===== src/rtl/core/lgst_pkg.sv =====
`timescale 1ns / 1ps
// shared constants and types for the lattice gradient stress tensor block
package lgst_pkg;
  localparam int unsigned SIDE_DEF       = 32;
  localparam int unsigned NUM_FIELDS_DEF = 2;
  localparam int unsigned SAMPLE_W       = 24;
  localparam int unsigned COORD_W        = 5;
  localparam int unsigned INV_W          = 32;
  localparam int unsigned COMP_W         = 64;
  localparam int unsigned FIFO_DEPTH     = 2;
  localparam logic [INV_W-1:0] INV_RESET = 32'd65536;

  localparam logic OP_WRITE = 1'b0;
  localparam logic OP_QUERY = 1'b1;

  typedef struct packed {
    logic                  op;
    logic [2:0]            field;
    logic [7:0]            x;
    logic [7:0]            y;
    logic [7:0]            z;
    logic [SAMPLE_W-1:0]   sample;
    logic [1:0]            row;
    logic [1:0]            col;
    logic                  bad;
  } cmd_t;
endpackage


===== src/rtl/core/lgst_front.sv =====
`timescale 1ns / 1ps
// front end: takes input items, wraps coordinates, flags bad pairs, queues commands
module lgst_front #(
  parameter int unsigned SIDE = lgst_pkg::SIDE_DEF
) (
  input  logic                              clk,
  input  logic                              rst_n,
  input  logic                              in_push,
  output logic                              in_full,
  input  logic                              in_op,
  input  logic                              in_field_index,
  input  logic [lgst_pkg::COORD_W-1:0]      in_pos_x,
  input  logic [lgst_pkg::COORD_W-1:0]      in_pos_y,
  input  logic [lgst_pkg::COORD_W-1:0]      in_pos_z,
  input  logic signed [lgst_pkg::SAMPLE_W-1:0] in_sample,
  input  logic [1:0]                        in_row,
  input  logic [1:0]                        in_col,
  output logic                              cmd_valid,
  output lgst_pkg::cmd_t                    cmd,
  input  logic                              cmd_take
);
  localparam int unsigned D = lgst_pkg::FIFO_DEPTH;

  lgst_pkg::cmd_t q_r [D];
  logic [0:0] wp_r, rp_r;
  logic [1:0] cnt_r;
  lgst_pkg::cmd_t c;
  logic push_ok;

  function automatic logic [7:0] wrapc(input logic [lgst_pkg::COORD_W-1:0] p);
    logic [8:0] v;
    v = {4'd0, p};
    // at most ten subtractions cover any side of three or more
    for (int i = 0; i < 11; i++) begin
      if (v >= 9'(SIDE)) v = v - 9'(SIDE);
    end
    return v[7:0];
  endfunction

  always_comb begin
    c.op     = in_op;
    c.field  = {2'd0, in_field_index};
    c.x      = wrapc(in_pos_x);
    c.y      = wrapc(in_pos_y);
    c.z      = wrapc(in_pos_z);
    c.sample = in_sample;
    c.row    = in_row;
    c.col    = in_col;
    c.bad    = (in_row == 2'd0) || (in_col == 2'd0) || (in_col < in_row);
  end

  assign in_full   = (cnt_r == 2'(D));
  assign push_ok   = in_push && !in_full;
  assign cmd_valid = (cnt_r != 2'd0);
  assign cmd       = q_r[rp_r];

  always_ff @(posedge clk) begin
    if (push_ok) q_r[wp_r] <= c;
  end

  always_ff @(posedge clk) begin
    if (!rst_n) begin
      wp_r <= '0; rp_r <= '0; cnt_r <= '0;
    end else begin
      if (push_ok) wp_r <= wp_r + 1'b1;
      if (cmd_take) rp_r <= rp_r + 1'b1;
      cnt_r <= cnt_r + 2'(push_ok) - 2'(cmd_take);
    end
  end
endmodule


===== config.mk =====
export PLATFORM = sky130hd
export DESIGN_NAME = lgst_front
export DESIGN_NICKNAME = d
export VERILOG_FILES = /design/src/rtl/core/lgst_pkg.sv /design/src/rtl/core/lgst_front.sv
export SDC_FILE = /design/constraint.sdc
export NUM_CORES = 1
export LEC_CHECK = 0
export ABC_AREA = 0
export BUFFER_PORTS_ARGS = -buffer_cell sky130_fd_sc_hd__clkbuf_2
export CELL_PAD_IN_SITES_DETAIL_PLACEMENT = 1
export CELL_PAD_IN_SITES_GLOBAL_PLACEMENT = 1
export CORE_MARGIN = 3
export CORE_UTILIZATION = 43
export DETAILED_ROUTE_END_ITERATION = 10
export PLACE_DENSITY_LB_ADDON = 0.15
export SKIP_LAST_GASP = 1
export SLEW_MARGIN = 20
export SYNTH_ARGS = -nofsm -noshare
export SYNTH_HDL_FRONTEND = slang
export SYNTH_SLANG_ARGS = --single-unit
export TNS_END_PERCENT = 10

===== constraint.sdc =====
create_clock -name clk -period 4.1 [get_ports clk]
set_input_delay 0.82 -clock clk [delete_from_list [all_inputs] [get_ports clk]]
set_output_delay 0.82 -clock clk [all_outputs]
set_load 0.02 [all_outputs]

==> results of run 1 <==
-- report_power, final --
| part | switching (mW) | total (mW) | internal [mW] | leakage, nW |
|---|---|---|---|---|
| registers | 0.0284 | 1.23 | 1.21 | 0.898 |
| logic | 0.263 | 0.449 | 0.186 | 0.879 |
| clock network | 0.309 | 0.652 | 0.343 | 0.109 |
| total | 0.600 | 2.33 | 1.73 | 1.89 |
-- layout by cell type (no fill, tap or decap), types with 4 or more instances in the layout --
master / instances
conb_1: 11
dfxtp_1: 4
clkbuf_2: 96
clkbuf_8: 9
edfxtp_1: 92
inv_1: 4
mux2_2: 6
mux2_4: 40
-- routing by layer --
metal | routed length, um | up-vias | track usage
met3 | 398 | 8 | 0.0381
met5 | 0 | - | 0
li1 | - | 892 | -
met1 | 2610 | 922 | 0.155
met2 | 3380 | 68 | 0.225
met4 | 81 | 0 | 0.0491
-- metrics by stage --
stage	setup slack (ns)	cell area, um2	hold WS, ns	cells	util
CTS	1.57	4600	0.531	403	0.528
global placement	1.69	4390	0.497	387	0.503
detailed placement	1.66	4390	0.517	387	0.503
floorplan	0.804	3910	0.455	196	-
finish	1.62	4610	0.532	403	0.528
global route	1.51	4610	0.565	403	0.528
-- synthesized netlist by cell type --
| cell | n | area share |
|---|---|---|
| edfxtp_1 | 92 | 0.71 |
| mux2_4 | 40 | 0.15 |
| buf_4 | 11 | 0.021 |
| mux2_2 | 6 | 0.017 |
| dfxtp_1 | 5 | 0.026 |
| buf_12 | 4 | 0.021 |
| inv_1 | 4 | 0.0039 |
| nor2_1 | 4 | 0.0039 |
| ha_1 | 3 | 0.0097 |
| nand2b_1 | 3 | 0.0048 |
| and2_1 | 2 | 0.0032 |
| nand2_1 | 2 | 0.0019 |
| a21o_1 | 1 | 0.0019 |
| and3_1 | 1 | 0.0016 |
| buf_6 | 1 | 0.0029 |
| conb_1 | 1 | 0.00097 |
| mux2i_1 | 1 | 0.0026 |
| nor3_1 | 1 | 0.0013 |
| o221ai_1 | 1 | 0.0023 |
| or2_2 | 1 | 0.0016 |
| xnor2_1 | 1 | 0.0023 |
| xor2_1 | 1 | 0.0023 |
-- state kept, by name, indices dropped and copies added (netlist names), named ones only --
name   count
cnt_r      2
wp_r       1
rp_r       1
q_r       92
-- worst max path at each step --
stage                 endpoint  depth (start not counted)
floorplan            q_r[0][0]                          2
global placement    q_r[0][10]                          4
detailed placement   q_r[0][9]                          4
CTS                    cmd[53]                          3
global route           cmd[53]                          3
finish                 cmd[49]                          3
-- logic make-up after synthesis --
family,Yosys count
adders and majority gates,3
AOI/OAI and AO/OA,2
xor gates and xnor gates,2
buffers and inverters,20
muxes,47
DFF,97
other,1
and+or+nand+nor,14
-- layout make-up --
class                   count  area (um2)  area share
multi-input cells          79         875       0.190
clock inverters             7        90.1      0.0196
inverters                   4        15.0     0.00326
repair buffers             99         503       0.109
flip-flops and latches     97        2860       0.622
clock buffers               9         124      0.0269
well taps                 108         135      0.0293
-- worst max-delay path, cell delays in order, from the launching register on --
cell      delay (ns)
dfxtp_2         0.33
buf_4           0.44
mux2_2          0.39
clkbuf_2        0.15
==> results.toml, run 1 <==
[status]
run_status = "finished, final reports clean"

[power]
power.leakage_nw = 1.89
peakVddDrop_mv = 0.239
finalPower_mw = 2.33
power.density_nw_per_um2 = 507

[route]
viasPerCell = 4.69
wl_um = 6470
wl_per_cell_um = 16.1
first_pass_iters = 4
drt_iter0_drc = 62
ant_nets = 0
drcViolationCount = 0
num_vias = 1890

[clock_network]
cts.clk_slew.worst_paths_ns = 0.08
cts.path.max_buffers = 2
clk_latency_ns = 0.34
post_cts_buffers = 0
ctsResizeCount = 0
cts_root_buf = "clkbuf_8"
h-tree-depth = 3
clock-sinks = 97
cts_hold_buffers = 0
cts_tree = "built"
numCtsBuffers = 9

[setup_path]
reg2reg_from = "cnt_r[0]"
crit_arrival_ns = 1.66
path_max_fanout = 28
path_class = "reg2out"
cp-start-kind = "flop"
ff2ff_path_depth = 4
required_ns = 3.28
reg2reg_slack_ns = 2.06
reg2reg_to = "q_r[0][39]"
crit_path_end_kind = "output pin"

[logic_synthesis]
synth_top_family_by_area = "multiplexers"
syn_inst = 186
ys_seq_area_frac = 0.739
synthSimpleGateAreaFrac = 0.0184
ys_ff_latch = 97
synthAdderAreaFrac = 0.00968
synth_compound_area_frac = 0.00420
synth_area_um2 = 3880
ys_types = 22
synthMuxAreaShare = 0.175
synthXorXnorAreaFrac = 0.00452
yosys_warnings = 0
avgSynthCellArea_um2 = 20.8

[sta]
min_period_over_period = 0.605
setup_violations = 0
hold_violations = 0
fin_worst_skew_ns = 0.0118
slew_headroom = 0.549
layout_min_cycle_time_ns = 2.48
grt_setup_unrepaired = "no"
drv_slew = 0
timing.fmax_mhz = 403
fin_tns_setup_ns = 0
tightestPinTransition_ns = 0.674

[die]
start_util = 0.444
coreArea_um2 = 8720
dieArea_um2 = 10200
dieWidth_um = 101
chipHeight_um = 101
ios = 108
num_rows = 34

[flow_run]
cap_violations = 0

[placement]
portBuffers = 96
globalplace.congestion = 0.714
place.detailed.hpwl_um = 4460

[cells_and_area]
area_growth_pct = 18.8
final_nets = 342
drive_above_1_share = 0.553
antenna_cells = 0
fillers = 844

[min_path]
hold_start = "cnt_r[1]"
hold_depth = 2
hold_path_class = "reg2reg"
holdPathEnd = "cnt_r[1]"

[global_route]
antenna_found_initial = 0
grt_use_total = 0.131
grt_pass1_vias = 2012
grt_pass1_wl_um = 9970
gr-total-overflow = 0
grt_max_degree = 47
Note: power is estimated with default switching activity, not from simulation.
==> run 2: changes to the inputs <==
==> constraint.sdc (replaced) <==
create_clock -name clk -period 2.45 [get_ports clk]
set_input_delay 0.49 -clock clk [delete_from_list [all_inputs] [get_ports clk]]
set_output_delay 0.49 -clock clk [all_outputs]
set_load 0.02 [all_outputs]
==> results.toml, run 2 (synthesis gave the netlist of run 1 again) <==
[placement]
pre_cts_ws_ns = 0.589
dp.cells = 390
globalplace.congestion = 0.705
place.detailed.hpwl_um = 4650
portBuffers = 96

[cells_and_area]
fillers = 842
antenna_cells = 0
final_nets = 345
final_cell_mix = "96 x clkbuf_2, 92 x edfxtp_1, 40 x mux2_4"
drive_above_1_share = 0.557
area_growth_pct = 19.0
reg.largest.list = "q_r: 92 flops, cnt_r: 2 flops"
final_common_cell = "clkbuf_2"
largest_register_ffs = 92
final_cells = 406
regMostFlops = "q_r"

[die]
coreArea_um2 = 8720
dieWidth_um = 101
ios = 108
start_util = 0.444
dieArea_um2 = 10200
chipHeight_um = 101
num_rows = 34

[global_route]
grtUsageMet2 = 0.220
grt_use_total = 0.131
gr-total-overflow = 0
grtUsageMet1 = 0.158
grtUsageMet3 = 0.0443
grt_max_degree = 29
grt_pass1_wl_um = 9780
antenna_found_initial = 0
grt_pass1_vias = 1957
grt_most_used_layer = "met2"

[sta]
setup_slack_ns = 0.254
min_period_over_period = 0.896
setup_violations = 0
layout_min_cycle_time_ns = 2.20
drv_slew = 0
hold_violations = 0
timing.fmax_mhz = 455
fin_worst_skew_ns = 0.00775
finalHoldWorstSlack_ns = 0.327
grt_setup_unrepaired = "no"
fin_tns_setup_ns = 0

[setup_path]
path_max_fanout = 19
path_class = "reg2out"
reg2reg_to = "cnt_r[1]"
required_ns = 1.96
reg2reg_slack_ns = 0.77
crit_arrival_ns = 1.71
crit_path_end_kind = "output pin"
reg2reg_from = "cnt_r[0]"
ff2ff_path_depth = 8
cp-start-kind = "flop"

[route]
drt_iter0_drc = 32
wl_per_cell_um = 15.9
num_vias = 1888
ant_nets = 0
first_pass_iters = 3
drcViolationCount = 0
wl_um = 6440
viasPerCell = 4.65

[min_path]
holdPathEnd = "q_r[0][29]"
hold_start = "in_pos_z[0]"
hold_depth = 1
hold_path_class = "in2reg"

[flow_run]
cap_violations = 0

[clock_network]
cts_root_buf = "clkbuf_8"
numCtsBuffers = 9
clk_latency_ns = 0.35
cts.clk_slew.worst_paths_ns = 0.09
h-tree-depth = 3
cts_tree = "built"
cts_hold_buffers = 0
ctsResizeCount = 0
post_cts_buffers = 0
clock-sinks = 97
cts.path.max_buffers = 2

[power]
peakVddDrop_mv = 0.401
power.density_nw_per_um2 = 822
power.leakage_nw = 1.89

[status]
run_status = "finished, final reports clean"
==> run 2: cell count changes in the layout (fill, tap and decap cells not counted) <==
cell	previous run	this run
clkinv_2	1	2
clkbuf_1	0	2
bufinv_16	2	1
and3_2	0	1
and3_4	1	0
clkinvlp_4	0	1
clkinv_4	0	1
buf_4	3	5
dfxtp_4	0	1
buf_12	0	1
inv_6	2	0
dfxtp_2	1	0
clkinv_1	2	0
==> run 2: power by group <==
part | leakage [nW] | internal [mW] | switching, mW
sequential | 0.899 | 2.02 | 0.0601
combinational | 0.899 | 0.320 | 0.425
clock | 0.0933 | 0.471 | 0.498
total | 1.89 | 2.81 | 0.983
==> run 2: critical path: stages, from the launching register on <==
cell	delay, ns
dfxtp_4	0.57
buf_4	0.31
mux2_4	0.32
clkbuf_2	0.16
==> run 2: how the worst max path moves through the flow <==
stage                endpoint  slack [ns]  cells after the start
finish                cmd[21]        0.25                      3
global route          cmd[21]        0.15                      3
CTS                   cmd[21]        0.20                      3
detailed placement    cmd[21]        0.59                      3
global placement      cmd[17]        0.63                      3
floorplan           q_r[0][0]        0.25                      2
==> run 2: cell type report <==
| class | instances | area (um2) | area share |
|---|---|---|---|
| clock inverters | 5 | 56.3 | 0.0122 |
| multi-input cells | 79 | 871 | 0.189 |
| clock buffers | 11 | 131 | 0.0285 |
| repair buffers | 102 | 538 | 0.117 |
| flip-flops and latches | 97 | 2870 | 0.621 |
| inverters | 4 | 15.0 | 0.00325 |
| well taps | 108 | 135 | 0.0293 |
==> run 2: routing by layer <==
layer  vias to the layer above  share of wire
li1                        897              -
met1                       917           0.41
met2                        66           0.51
met3                         8          0.069
met4                         0          0.014
met5                         -              0
==> run 2: through the flow <==
| stage | power [mW] | area (um2) | utilization |
|---|---|---|---|
| 3_5_place_dp | 2.88 | 4430 | 0.507 |
| 2_1_floorplan | 2.65 | 3920 | - |
| 5_1_grt | 4.00 | 4610 | 0.529 |
| 4_1_cts | 3.85 | 4610 | 0.529 |
| 6_report | 3.79 | 4610 | 0.529 |
| 3_3_place_gp | 2.86 | 4430 | 0.507 |
==> run 3: changes to the inputs <==
--- a/config.mk
+++ b/config.mk
@@ -6,13 +6,13 @@
 export NUM_CORES = 1
 export LEC_CHECK = 0
 export ABC_AREA = 0
-export BUFFER_PORTS_ARGS = -buffer_cell sky130_fd_sc_hd__clkbuf_2
+export BUFFER_PORTS_ARGS = -buffer_cell sky130_fd_sc_hd__buf_4
 export CELL_PAD_IN_SITES_DETAIL_PLACEMENT = 1
 export CELL_PAD_IN_SITES_GLOBAL_PLACEMENT = 1
 export CORE_MARGIN = 3
 export CORE_UTILIZATION = 43
 export DETAILED_ROUTE_END_ITERATION = 10
-export PLACE_DENSITY_LB_ADDON = 0.15
+export PLACE_DENSITY = 0.89
 export SKIP_LAST_GASP = 1
 export SLEW_MARGIN = 20
 export SYNTH_ARGS = -nofsm -noshare
==> results.toml, run 3 (synthesis gave the netlist of run 1 again) <==
[flow_run]
cap_violations = 0

[clock_network]
cts_hold_buffers = 0
cts_root_buf = "clkbuf_8"
clk_latency_ns = 0.33
post_cts_buffers = 0
ctsResizeCount = 0
clock-sinks = 97
cts.path.max_buffers = 2
numCtsBuffers = 9
cts.clk_slew.worst_paths_ns = 0.09
h-tree-depth = 3
cts_tree = "built"

[die]
num_rows = 34
chipHeight_um = 101
coreArea_um2 = 8720
start_util = 0.444
dieWidth_um = 101
dieArea_um2 = 10200
ios = 108

[power]
intPower_mw = 2.96
clkPwrFrac = 0.260
seqPwrFrac = 0.525
power.density_nw_per_um2 = 811
p_switching_uw = 998
power.leakage_nw = 1.97
peakVddDrop_mv = 0.417
swShare = 0.252
combinationalPowerShare = 0.214

[setup_path]
crit_arrival_ns = 1.66
path_max_fanout = 18
cp_cell_sequence = "buf_4 > mux2_4 > buf_4"
path_class = "reg2out"
required_ns = 1.96
crit_slowest_cell = "dfxtp_4"
crit_family = "flip-flops"
path_buf_inv = 2
cp-start-kind = "flop"
reg2reg_from = "cnt_r[0]"
crit_path_end_kind = "output pin"
crit_path_max_incr_delay_ns = 0.56
path_common_cell = "buf_4"

[cells_and_area]
drive_above_1_share = 0.560
antenna_cells = 0
final_cell_mix = "100 x buf_4, 92 x edfxtp_1, 40 x mux2_4"
largest_register_ffs = 92
final_cells = 406
reg.largest.list = "q_r: 92 flops, cnt_r: 2 flops"
final_nets = 345
final_common_cell = "buf_4"
area_growth_pct = 26.0
regMostFlops = "q_r"

[global_route]
gr-total-overflow = 0
antenna_found_initial = 0
grt_pass1_wl_um = 10600
grt_max_degree = 27
grt_pass1_vias = 2125
grt_use_total = 0.137

[route]
drcViolationCount = 0
ant_nets = 0
viasPerCell = 4.66
num_vias = 1893
wl_um = 6940
first_pass_iters = 4
wl_per_cell_um = 17.1
drt_iter0_drc = 46

[sta]
drv_slew = 0
layout_min_cycle_time_ns = 2.15
fin_tns_setup_ns = 0
min_period_over_period = 0.878
grt_setup_unrepaired = "no"
timing.fmax_mhz = 465
setup_violations = 0
fin_worst_skew_ns = 0.0101
hold_violations = 0

[placement]
portBuffers = 96
globalplace.congestion = 0.720
place.detailed.hpwl_um = 5130
dp.cells = 390

[min_path]
hold_path_class = "in2reg"
hold_start = "in_sample[10]"

[status]
run_status = "finished, final reports clean"
-- run 3: worst paths after layout --
path	to	slack (ns)	depth (start not counted)
max	cmd[10]	0.30	3
min reg2reg	flop	0.53	2
max reg2reg	cnt_r[1]	0.73	8
min	q_r[0][15]	0.33	1
-- run 3: cell type report --
type	count	area (um2)
timing repair buffer	102	791
multi-input combinational	79	871
inverter	4	15.0
clock inverter	4	51.3
clock buffer	12	155
fill	813	3840
sequential	97	2870
tap	108	135
-- run 3: metal layers --
metal	part of all wire	vias to the layer above	global-route usage
li1	-	894	-
met1	0.38	928	0.155
met2	0.54	67	0.253
met3	0.070	4	0.0339
met4	0.0060	0	0.0399
met5	0	-	0
-- run 3: through the flow --
step	setup WS (ns)	power (mW)	hold slack (ns)	utilization	cell area [um2]
CTS	0.246	4.02	0.317	0.560	4880
floorplan	0.248	2.65	0.466	-	3920
detailed placement	0.622	2.99	0.503	0.536	4680
finish	0.299	3.96	0.333	0.560	4880
global placement	0.629	2.95	0.496	0.536	4680
global route	0.209	4.14	0.309	0.560	4880
-- run 3: power by group through the flow --
stage	logic (mW)	clock network (mW)	registers [mW]
floorplan	0.562	0	2.09
global placement	0.837	0	2.11
detailed placement	0.862	0	2.12
CTS	0.864	1.07	2.09
global route	0.906	1.13	2.10
finish	0.848	1.03	2.08
